[src/hdl/shs_pkg.sv]
// shared types, constants and round-constant table for the sha-256 stream hasher
// no dependencies; imported by every module of the block
package shs_pkg;

	localparam int unsigned WordW  = 32;
	localparam int unsigned CountW = 61;
	localparam int unsigned FillW  = 6;
	localparam int unsigned RoundW = 6;

	localparam logic [FillW-1:0] FillLast = 6'd63;
	localparam logic [FillW-1:0] FillLen  = 6'd56;
	localparam logic [RoundW-1:0] RoundLast = 6'd63;
	localparam logic [7:0] PadMark = 8'h80;

	// input request and result payloads
	typedef struct packed {
		logic [7:0] data_byte;
		logic       has_byte;
		logic       end_of_message;
	} item_t;

	typedef struct packed {
		logic [31:0] digest_word;
		logic [2:0]  word_number;
		logic        last_word;
	} digest_t;

	typedef enum logic [1:0] {
		SRC_INPUT,
		SRC_MARK,
		SRC_ZERO,
		SRC_LENGTH
	} byte_src_t;

	typedef enum logic [2:0] {
		ST_IDLE,
		ST_PAD_MARK,
		ST_PAD_ZERO,
		ST_PAD_LEN,
		ST_COMP_INIT,
		ST_ROUND,
		ST_FINAL,
		ST_OUT
	} state_t;

	// controller to datapath
	typedef struct packed {
		logic              push;
		byte_src_t         src;
		logic              init_work;
		logic              round;
		logic              final_add;
		logic              reinit;
		logic [RoundW-1:0] round_idx;
		logic [2:0]        word_idx;
	} cmd_t;

	// datapath to controller
	typedef struct packed {
		logic [FillW-1:0] fill;
	} status_t;

	typedef logic [WordW-1:0] word_t;

	function automatic word_t init_h(input logic [2:0] i);
		word_t r;
		case (i)
			3'd0: r = 32'h6A09E667;
			3'd1: r = 32'hBB67AE85;
			3'd2: r = 32'h3C6EF372;
			3'd3: r = 32'hA54FF53A;
			3'd4: r = 32'h510E527F;
			3'd5: r = 32'h9B05688C;
			3'd6: r = 32'h1F83D9AB;
			default: r = 32'h5BE0CD19;
		endcase
		return r;
	endfunction

	function automatic word_t round_k(input logic [RoundW-1:0] t);
		word_t r;
		case (t)
			6'd0:  r = 32'h428A2F98; 6'd1:  r = 32'h71374491;
			6'd2:  r = 32'hB5C0FBCF; 6'd3:  r = 32'hE9B5DBA5;
			6'd4:  r = 32'h3956C25B; 6'd5:  r = 32'h59F111F1;
			6'd6:  r = 32'h923F82A4; 6'd7:  r = 32'hAB1C5ED5;
			6'd8:  r = 32'hD807AA98; 6'd9:  r = 32'h12835B01;
			6'd10: r = 32'h243185BE; 6'd11: r = 32'h550C7DC3;
			6'd12: r = 32'h72BE5D74; 6'd13: r = 32'h80DEB1FE;
			6'd14: r = 32'h9BDC06A7; 6'd15: r = 32'hC19BF174;
			6'd16: r = 32'hE49B69C1; 6'd17: r = 32'hEFBE4786;
			6'd18: r = 32'h0FC19DC6; 6'd19: r = 32'h240CA1CC;
			6'd20: r = 32'h2DE92C6F; 6'd21: r = 32'h4A7484AA;
			6'd22: r = 32'h5CB0A9DC; 6'd23: r = 32'h76F988DA;
			6'd24: r = 32'h983E5152; 6'd25: r = 32'hA831C66D;
			6'd26: r = 32'hB00327C8; 6'd27: r = 32'hBF597FC7;
			6'd28: r = 32'hC6E00BF3; 6'd29: r = 32'hD5A79147;
			6'd30: r = 32'h06CA6351; 6'd31: r = 32'h14292967;
			6'd32: r = 32'h27B70A85; 6'd33: r = 32'h2E1B2138;
			6'd34: r = 32'h4D2C6DFC; 6'd35: r = 32'h53380D13;
			6'd36: r = 32'h650A7354; 6'd37: r = 32'h766A0ABB;
			6'd38: r = 32'h81C2C92E; 6'd39: r = 32'h92722C85;
			6'd40: r = 32'hA2BFE8A1; 6'd41: r = 32'hA81A664B;
			6'd42: r = 32'hC24B8B70; 6'd43: r = 32'hC76C51A3;
			6'd44: r = 32'hD192E819; 6'd45: r = 32'hD6990624;
			6'd46: r = 32'hF40E3585; 6'd47: r = 32'h106AA070;
			6'd48: r = 32'h19A4C116; 6'd49: r = 32'h1E376C08;
			6'd50: r = 32'h2748774C; 6'd51: r = 32'h34B0BCB5;
			6'd52: r = 32'h391C0CB3; 6'd53: r = 32'h4ED8AA4A;
			6'd54: r = 32'h5B9CCA4F; 6'd55: r = 32'h682E6FF3;
			6'd56: r = 32'h748F82EE; 6'd57: r = 32'h78A5636F;
			6'd58: r = 32'h84C87814; 6'd59: r = 32'h8CC70208;
			6'd60: r = 32'h90BEFFFA; 6'd61: r = 32'hA4506CEB;
			6'd62: r = 32'hBEF9A3F7;
			default: r = 32'hC67178F2;
		endcase
		return r;
	endfunction

	function automatic word_t rotr(input word_t x, input int unsigned n);
		return (x >> n) | (x << (WordW - n));
	endfunction

endpackage

[src/hdl/shs_datapath.sv]
// datapath: byte packer, 16-word schedule window, round logic and chaining words
// depends on shs_pkg
module shs_datapath (
	input  logic            clk,
	input  logic            arst_n,
	input  shs_pkg::cmd_t   cmd,
	input  logic [7:0]      in_byte,
	output shs_pkg::status_t status,
	output shs_pkg::word_t  h_word
);
	import shs_pkg::*;

	word_t             h_q [8];
	word_t             v_q [8];
	word_t             w_q [16];
	logic [23:0]       acc_q;
	logic [FillW-1:0]  fill_q;
	logic [CountW-1:0] count_q;

	logic [7:0]  push_byte;
	logic [63:0] len_bits;
	word_t       new_w, s0, s1, t1, t2, sig0, sig1, ch, maj;

	// padding byte source
	assign len_bits = {count_q, 3'b000};
	always_comb begin
		case (cmd.src)
			SRC_INPUT:  push_byte = in_byte;
			SRC_MARK:   push_byte = PadMark;
			SRC_ZERO:   push_byte = 8'h00;
			SRC_LENGTH: push_byte = len_bits[{~fill_q[2:0], 3'b000} +: 8];
			default:    push_byte = 8'h00;
		endcase
	end

	// schedule expansion and round function
	always_comb begin
		s0   = rotr(w_q[1], 7) ^ rotr(w_q[1], 18) ^ (w_q[1] >> 3);
		s1   = rotr(w_q[14], 17) ^ rotr(w_q[14], 19) ^ (w_q[14] >> 10);
		new_w = w_q[0] + s0 + w_q[9] + s1;
		sig1 = rotr(v_q[4], 6) ^ rotr(v_q[4], 11) ^ rotr(v_q[4], 25);
		ch   = (v_q[4] & v_q[5]) ^ (~v_q[4] & v_q[6]);
		sig0 = rotr(v_q[0], 2) ^ rotr(v_q[0], 13) ^ rotr(v_q[0], 22);
		maj  = (v_q[0] & v_q[1]) ^ (v_q[0] & v_q[2]) ^ (v_q[1] & v_q[2]);
		t1   = v_q[7] + sig1 + ch + round_k(cmd.round_idx) + w_q[0];
		t2   = sig0 + maj;
	end

	// fill and byte count
	always_ff @(posedge clk or negedge arst_n) begin
		if (!arst_n) begin
			fill_q  <= '0;
			count_q <= '0;
		end else if (cmd.reinit) begin
			fill_q  <= '0;
			count_q <= '0;
		end else if (cmd.push) begin
			fill_q <= fill_q + 1'b1;
			if (cmd.src == SRC_INPUT) count_q <= count_q + 1'b1;
		end
	end

	// chaining words
	always_ff @(posedge clk or negedge arst_n) begin
		if (!arst_n) begin
			for (int i = 0; i < 8; i++) h_q[i] <= init_h(3'(i));
		end else if (cmd.reinit) begin
			for (int i = 0; i < 8; i++) h_q[i] <= init_h(3'(i));
		end else if (cmd.final_add) begin
			for (int i = 0; i < 8; i++) h_q[i] <= h_q[i] + v_q[i];
		end
	end

	// working variables, window and byte packer
	always_ff @(posedge clk) begin
		if (cmd.push) begin
			if (fill_q[1:0] == 2'b11) begin
				for (int i = 0; i < 15; i++) w_q[i] <= w_q[i+1];
				w_q[15] <= {acc_q, push_byte};
			end else begin
				acc_q <= {acc_q[15:0], push_byte};
			end
		end
		if (cmd.init_work) begin
			for (int i = 0; i < 8; i++) v_q[i] <= h_q[i];
		end
		if (cmd.round) begin
			for (int i = 0; i < 15; i++) w_q[i] <= w_q[i+1];
			w_q[15] <= new_w;
			v_q[7] <= v_q[6];
			v_q[6] <= v_q[5];
			v_q[5] <= v_q[4];
			v_q[4] <= v_q[3] + t1;
			v_q[3] <= v_q[2];
			v_q[2] <= v_q[1];
			v_q[1] <= v_q[0];
			v_q[0] <= t1 + t2;
		end
	end

	assign status.fill = fill_q;
	assign h_word      = h_q[cmd.word_idx];

endmodule

[src/hdl/shs_ctrl.sv]
// controller: sequences byte intake, padding, the 64 rounds and digest output
// depends on shs_pkg
module shs_ctrl (
	input  logic              clk,
	input  logic              arst_n,
	input  logic              item_valid,
	input  logic              has_byte,
	input  logic              end_of_message,
	input  logic              digest_stall,
	input  shs_pkg::status_t  status,
	output logic              item_stall,
	output logic              digest_valid,
	output shs_pkg::cmd_t     cmd
);
	import shs_pkg::*;

	state_t            state_q, state_d, ret_q, ret_d;
	logic [RoundW-1:0] round_q;
	logic [2:0]        word_q;
	logic              wrap;

	assign wrap = (status.fill == FillLast);

	// next state
	always_comb begin
		state_d = state_q;
		ret_d   = ret_q;
		case (state_q)
			ST_IDLE: begin
				if (item_valid) begin
					if (has_byte && wrap) begin
						state_d = ST_COMP_INIT;
						ret_d   = end_of_message ? ST_PAD_MARK : ST_IDLE;
					end else if (end_of_message) begin
						state_d = ST_PAD_MARK;
					end
				end
			end
			ST_PAD_MARK: begin
				if (wrap) begin
					state_d = ST_COMP_INIT;
					ret_d   = ST_PAD_ZERO;
				end else begin
					state_d = ST_PAD_ZERO;
				end
			end
			ST_PAD_ZERO: begin
				if (status.fill == FillLen) begin
					state_d = ST_PAD_LEN;
				end else if (wrap) begin
					state_d = ST_COMP_INIT;
					ret_d   = ST_PAD_ZERO;
				end
			end
			ST_PAD_LEN: begin
				if (wrap) begin
					state_d = ST_COMP_INIT;
					ret_d   = ST_OUT;
				end
			end
			ST_COMP_INIT: state_d = ST_ROUND;
			ST_ROUND: begin
				if (round_q == RoundLast) state_d = ST_FINAL;
			end
			ST_FINAL: state_d = ret_q;
			ST_OUT: begin
				if (!digest_stall && word_q == 3'd7) state_d = ST_IDLE;
			end
			default: state_d = ST_IDLE;
		endcase
	end

	// command outputs
	always_comb begin
		cmd           = '0;
		cmd.src       = SRC_INPUT;
		cmd.round_idx = round_q;
		cmd.word_idx  = word_q;
		item_stall    = 1'b1;
		digest_valid  = 1'b0;
		case (state_q)
			ST_IDLE: begin
				item_stall = 1'b0;
				cmd.push   = item_valid && has_byte;
			end
			ST_PAD_MARK: begin
				cmd.push = 1'b1;
				cmd.src  = SRC_MARK;
			end
			ST_PAD_ZERO: begin
				cmd.push = (status.fill != FillLen);
				cmd.src  = SRC_ZERO;
			end
			ST_PAD_LEN: begin
				cmd.push = 1'b1;
				cmd.src  = SRC_LENGTH;
			end
			ST_COMP_INIT: cmd.init_work = 1'b1;
			ST_ROUND:     cmd.round     = 1'b1;
			ST_FINAL:     cmd.final_add = 1'b1;
			ST_OUT: begin
				digest_valid = 1'b1;
				cmd.reinit   = !digest_stall && word_q == 3'd7;
			end
			default: ;
		endcase
	end

	// state, return point, round and word counters
	always_ff @(posedge clk or negedge arst_n) begin
		if (!arst_n) begin
			state_q <= ST_IDLE;
			ret_q   <= ST_IDLE;
			round_q <= '0;
			word_q  <= '0;
		end else begin
			state_q <= state_d;
			ret_q   <= ret_d;
			if (state_q == ST_COMP_INIT) round_q <= '0;
			else if (state_q == ST_ROUND) round_q <= round_q + 1'b1;
			if (state_q == ST_OUT && !digest_stall) word_q <= word_q + 1'b1;
		end
	end

endmodule

[src/hdl/sha256_stream_hasher_unit.sv]
// top level of the sha-256 stream hasher: controller plus datapath
// depends on shs_pkg, shs_ctrl, shs_datapath
//
// Takes one message byte per request while requests are not stalled. Each 64th byte
// starts a compression (load, 64 rounds at one round per cycle, chaining add), during
// which requests are stalled. An end-of-message request then costs the padding bytes
// up to the block end, with one turnaround state before the length bytes, one or two
// compressions, and eight digest words, one per accepted result, most significant
// first. The round unit is the limit on rate.
module sha256_stream_hasher_unit (
	input  logic            clk,
	input  logic            arst_n,
	input  logic            item_valid,
	output logic            item_stall,
	input  shs_pkg::item_t  item,
	output logic            digest_valid,
	input  logic            digest_stall,
	output shs_pkg::digest_t digest
);
	import shs_pkg::*;

	cmd_t    cmd;
	status_t status;
	word_t   h_word;

	shs_ctrl u_ctrl (
		.clk            (clk),
		.arst_n         (arst_n),
		.item_valid     (item_valid),
		.has_byte       (item.has_byte),
		.end_of_message (item.end_of_message),
		.digest_stall   (digest_stall),
		.status         (status),
		.item_stall     (item_stall),
		.digest_valid   (digest_valid),
		.cmd            (cmd)
	);

	shs_datapath u_datapath (
		.clk    (clk),
		.arst_n (arst_n),
		.cmd    (cmd),
		.in_byte(item.data_byte),
		.status (status),
		.h_word (h_word)
	);

	// result payload
	assign digest.digest_word = h_word;
	assign digest.word_number = cmd.word_idx;
	assign digest.last_word   = (cmd.word_idx == 3'd7);

endmodule

[config.mk]
export PLATFORM = sky130hd
export DESIGN_NAME = sha256_stream_hasher_unit
export DESIGN_NICKNAME = d
export VERILOG_FILES = /design/src/hdl/shs_pkg.sv /design/src/hdl/shs_datapath.sv /design/src/hdl/shs_ctrl.sv /design/src/hdl/sha256_stream_hasher_unit.sv
export SDC_FILE = /design/constraint.sdc
export NUM_CORES = 2
export LEC_CHECK = 0
export ABC_CLOCK_PERIOD_IN_PS = 16600
export BUFFER_PORTS_ARGS = -buffer_cell sky130_fd_sc_hd__buf_2
export CAP_MARGIN = 20
export CORE_MARGIN = 3
export CORE_UTILIZATION = 59
export CTS_CLUSTER_SIZE = 25
export DETAILED_ROUTE_END_ITERATION = 8
export GPL_TIMING_DRIVEN = 0
export PLACE_DENSITY = 0.86
export REMOVE_ABC_BUFFERS = 1
export SYNTH_ARGS = -nofsm -noshare
export SYNTH_HDL_FRONTEND = slang
export SYNTH_SLANG_ARGS = --single-unit
[constraint.sdc]
create_clock -name clk -period 16.6 [get_ports clk]
set_clock_uncertainty 0.1 [all_clocks]
set_input_delay 2.49 -clock clk [delete_from_list [all_inputs] [get_ports clk]]
set_output_delay 2.49 -clock clk [all_outputs]
set_load 0.02 [all_outputs]
==> flow_summary_export.csv <==
group,metric,value,unit
drt,drt_iter0_markers,6283,
place,gp_congestion,1.015,
power,power_density,75.98,nW/um2
drt,firstDrtPassIters,6,
critical_path,crit_arrival,11.92,ns
sta,whs,0.2963,ns
clock_tree,htreeDepth,3,
drt,via_per_inst,6.559,
critical_path,cp_slowest_cell,"ha_1",
global_routing,grt_pass1_wl,302300,um
place,dp.cells,7540,
floorplanning,die_h,350.2,um
clock_tree,clk_pin_slew_worst_paths,0.07,ns
power,ir_drop,0.09310,mV
clock_tree,cts-root-buf,"clkbuf_16",
sta,finalMaxSlewViolations,0,
outcome,status,"finished, final reports clean",
synth,synth.distinct_cells,104,
cells_and_area,fin_cells,7763,
synth,netlist_instances,6180,
floorplanning,core,116800,um2
cells_and_area,area_growth,9.146,%
cells_and_area,drive_gt1_frac,0.1316,
clock_tree,cts_setup_buffers,0,
global_routing,grt_max_degree,121,
sta,max_freq,0.08656,GHz
global_routing,grt_pass1_vias,49443,
critical_path,startpoint,"u_ctrl.round_q[1]",
cells_and_area,final_core_util,0.6529,
place,portBuffers,51,
floorplanning,fp.dieArea,122600,um2
sta,layout_min_cycle_time,11.55,ns
sta,relSlewSlack,0.1608,
synth,async_flop_share,0.2991,
synth,synth_edf_count,792,
flow_run,maxCapViolCount,0,
synth,ys_seq_area_frac,0.4637,
min_path,min-delay-start,"u_datapath.w_q[0][495]",
drt,drc,0,
drt,ant_nets,0,
sta,setup_viol,0,
place,dp_hpwl,144700,um
synth,avgSynthCellArea,11.31,um2
clock_tree,ctsHoldBuffers,0,
floorplanning,num_rows,125,
sta,layout_worst_path_cycle_share,0.6960,
cells_and_area,fill_cells,8511,
critical_path,slowest_delay,0.89,ns
clock_tree,clock_latency,0.74,ns
synth,syn_area,69890,um2
critical_path,required,16.97,ns
synth,ys.flop_type,"edfxtp_1",
critical_path,cp-end-kind,"flip-flop",
global_routing,antenna_found_initial,2,
sta,tightest_slew,1.253,ns
synth,ys_warn_count,0,
drt,vias,50916,
synth,ys_seq_elements,1130,
critical_path,critPathMostFrequentCell,"fa_1",
cells_and_area,layout_common_cells,"792 x edfxtp_1, 447 x o21ai_0, 429 x a21oi_1, 416 x nand2_1, 399 x ha_1",
global_routing,grt_overflow_total,0,
sta,rsz0062_at_grt,"false",
floorplanning,boundaryPins,52,
power,p_leak,30.50,nW
cells_and_area,final_area,76280,um2
floorplanning,start_util,0.5982,
cells_and_area,final_common_cell,"edfxtp_1",
place,place_area,72260,um2
clock_tree,cts_tree,"yes",
clock_tree,cts_resized,0,
critical_path,crit_type,"flip-flop to flip-flop",
global_routing,grt.total_usage,0.3248,
cells_and_area,antenna_cells,0,
critical_path,crit_fanout,14,
critical_path,critPathLaunchType,"flip-flop",
floorplanning,die_x,350.2,um
cells_and_area,nets,6744,
drt,wl,199900,um
sta,finalHoldViolations,0,
clock_tree,numCtsBuffers,117,
drt,wl_per_cell,25.75,um
clock_tree,cts.path.max_buffers,3,
min_path,min_path_type,"flip-flop to flip-flop",
clock_tree,cts_num_sinks,1130,
critical_path,reg2reg_from,"u_ctrl.round_q[1]",
-- worst paths after layout --
check | endpoint | slack [ns] | depth (start not counted)
worst max-delay path | u_datapath.v_q[0][29] | 5.05 | 33
worst min-delay path | u_datapath.w_q[0][463] | 0.30 | 0
worst max register to register | u_datapath.v_q[0][29] | 5.05 | 33
worst min register to register | u_datapath.w_q[0][463] | 0.30 | 0
max in group asynchronous | u_ctrl.round_q[4] | 13.32 | 3
min in group asynchronous | u_datapath.h_q[222] | 1.59 | 1
-- where the power goes --
part           leakage (nW)  internal [W]  switching [W]
logic                  16.6     0.0000135      0.0000289
clock network          1.95       0.00158        0.00117
registers              11.9       0.00299     0.00000399
-- Yosys cell counts, drive strengths merged, types with 52 or more instances --
library cell  number  area (um2)
o21bai            52       390.4
mux2             231        2601
a21oi            438        2233
o21ai            470        2356
dfstp            136        3573
ha               399        4992
nand2            420        1579
nand3            157       785.8
nand2b            88       550.5
nor3             116       596.8
clkbuf           227       852.1
nor2             354        1329
a21o             190        1426
xor2             236        2067
xnor2            389        3407
mux4              84        1892
dfrtp            202        5055
inv              302        1134
a31oi             55       365.3
edfxtp           792       23780
fa               195        3904
-- through the flow --
stage / setup TNS, ns / power (W) / worst slack (ns)
final: 0 / 0.005796 / 5.047
after global routing: 0 / 0.005937 / 4.771
after CTS: 0 / 0.005830 / 5.379
after detailed placement: 0 / 0.003095 / 5.444
after global placement: - / 0.003092 / -33.21
after floorplan: -7168.75 / 0.003065 / -14.00
-- layer usage --
layer | global-route usage | up-vias | share of wire
met5 | 0 | - | 0
met4 | 0.1358 | 0 | 0.046
met3 | 0.08467 | 540 | 0.12
met2 | 0.4746 | 2885 | 0.43
met1 | 0.4622 | 25078 | 0.40
li1 | - | 22413 | -
-- registers in the layout, summed over array words and instances (netlist names) --
signal / count
u_ctrl.ret_q: 3
u_datapath.acc_q: 24
u_datapath.count_q: 61
u_datapath.w_q: 512
u_ctrl.round_q: 6
u_datapath.h_q: 256
u_datapath.status: 6
u_datapath.v_q: 256
u_ctrl.state_q: 3
u_ctrl.word_q: 3
-- cells by family after synthesis --
logic type,after synthesis,synth area share
muxes,355,0.07002
buffers and inverters,573,0.03104
xor gates and xnor gates,626,0.07865
and+or+nand+nor,1358,0.09078
DFF,1130,0.4637
AOI/OAI and AO/OA,1517,0.1346
adders and majority gates,621,0.1312
-- critical path: cells and delay by family (launching register included) --
kind                       cells  cell delay (ns)
adders and majority gates      8             3.63
xor gates and xnor gates       2             0.51
buffers and inverters          4             1.07
DFF                            1             0.74
and+or+nand+nor                4             0.47
muxes                          1             0.56
AOI/OAI and AO/OA             14             4.21
-- area by class of cell --
class	count	area [um2]	share of cell area
Clock buffer	158	3284	0.04306
Inverter	304	1149	0.01506
Sequential cell	1130	32430	0.4251
Tap cell	1524	1907	0.02500
Multi-Input combinational cell	4477	35370	0.4637
Timing Repair Buffer	106	1408	0.01845
Clock inverter	64	737.0	0.009661
Power figures use the tool's default switching activity.
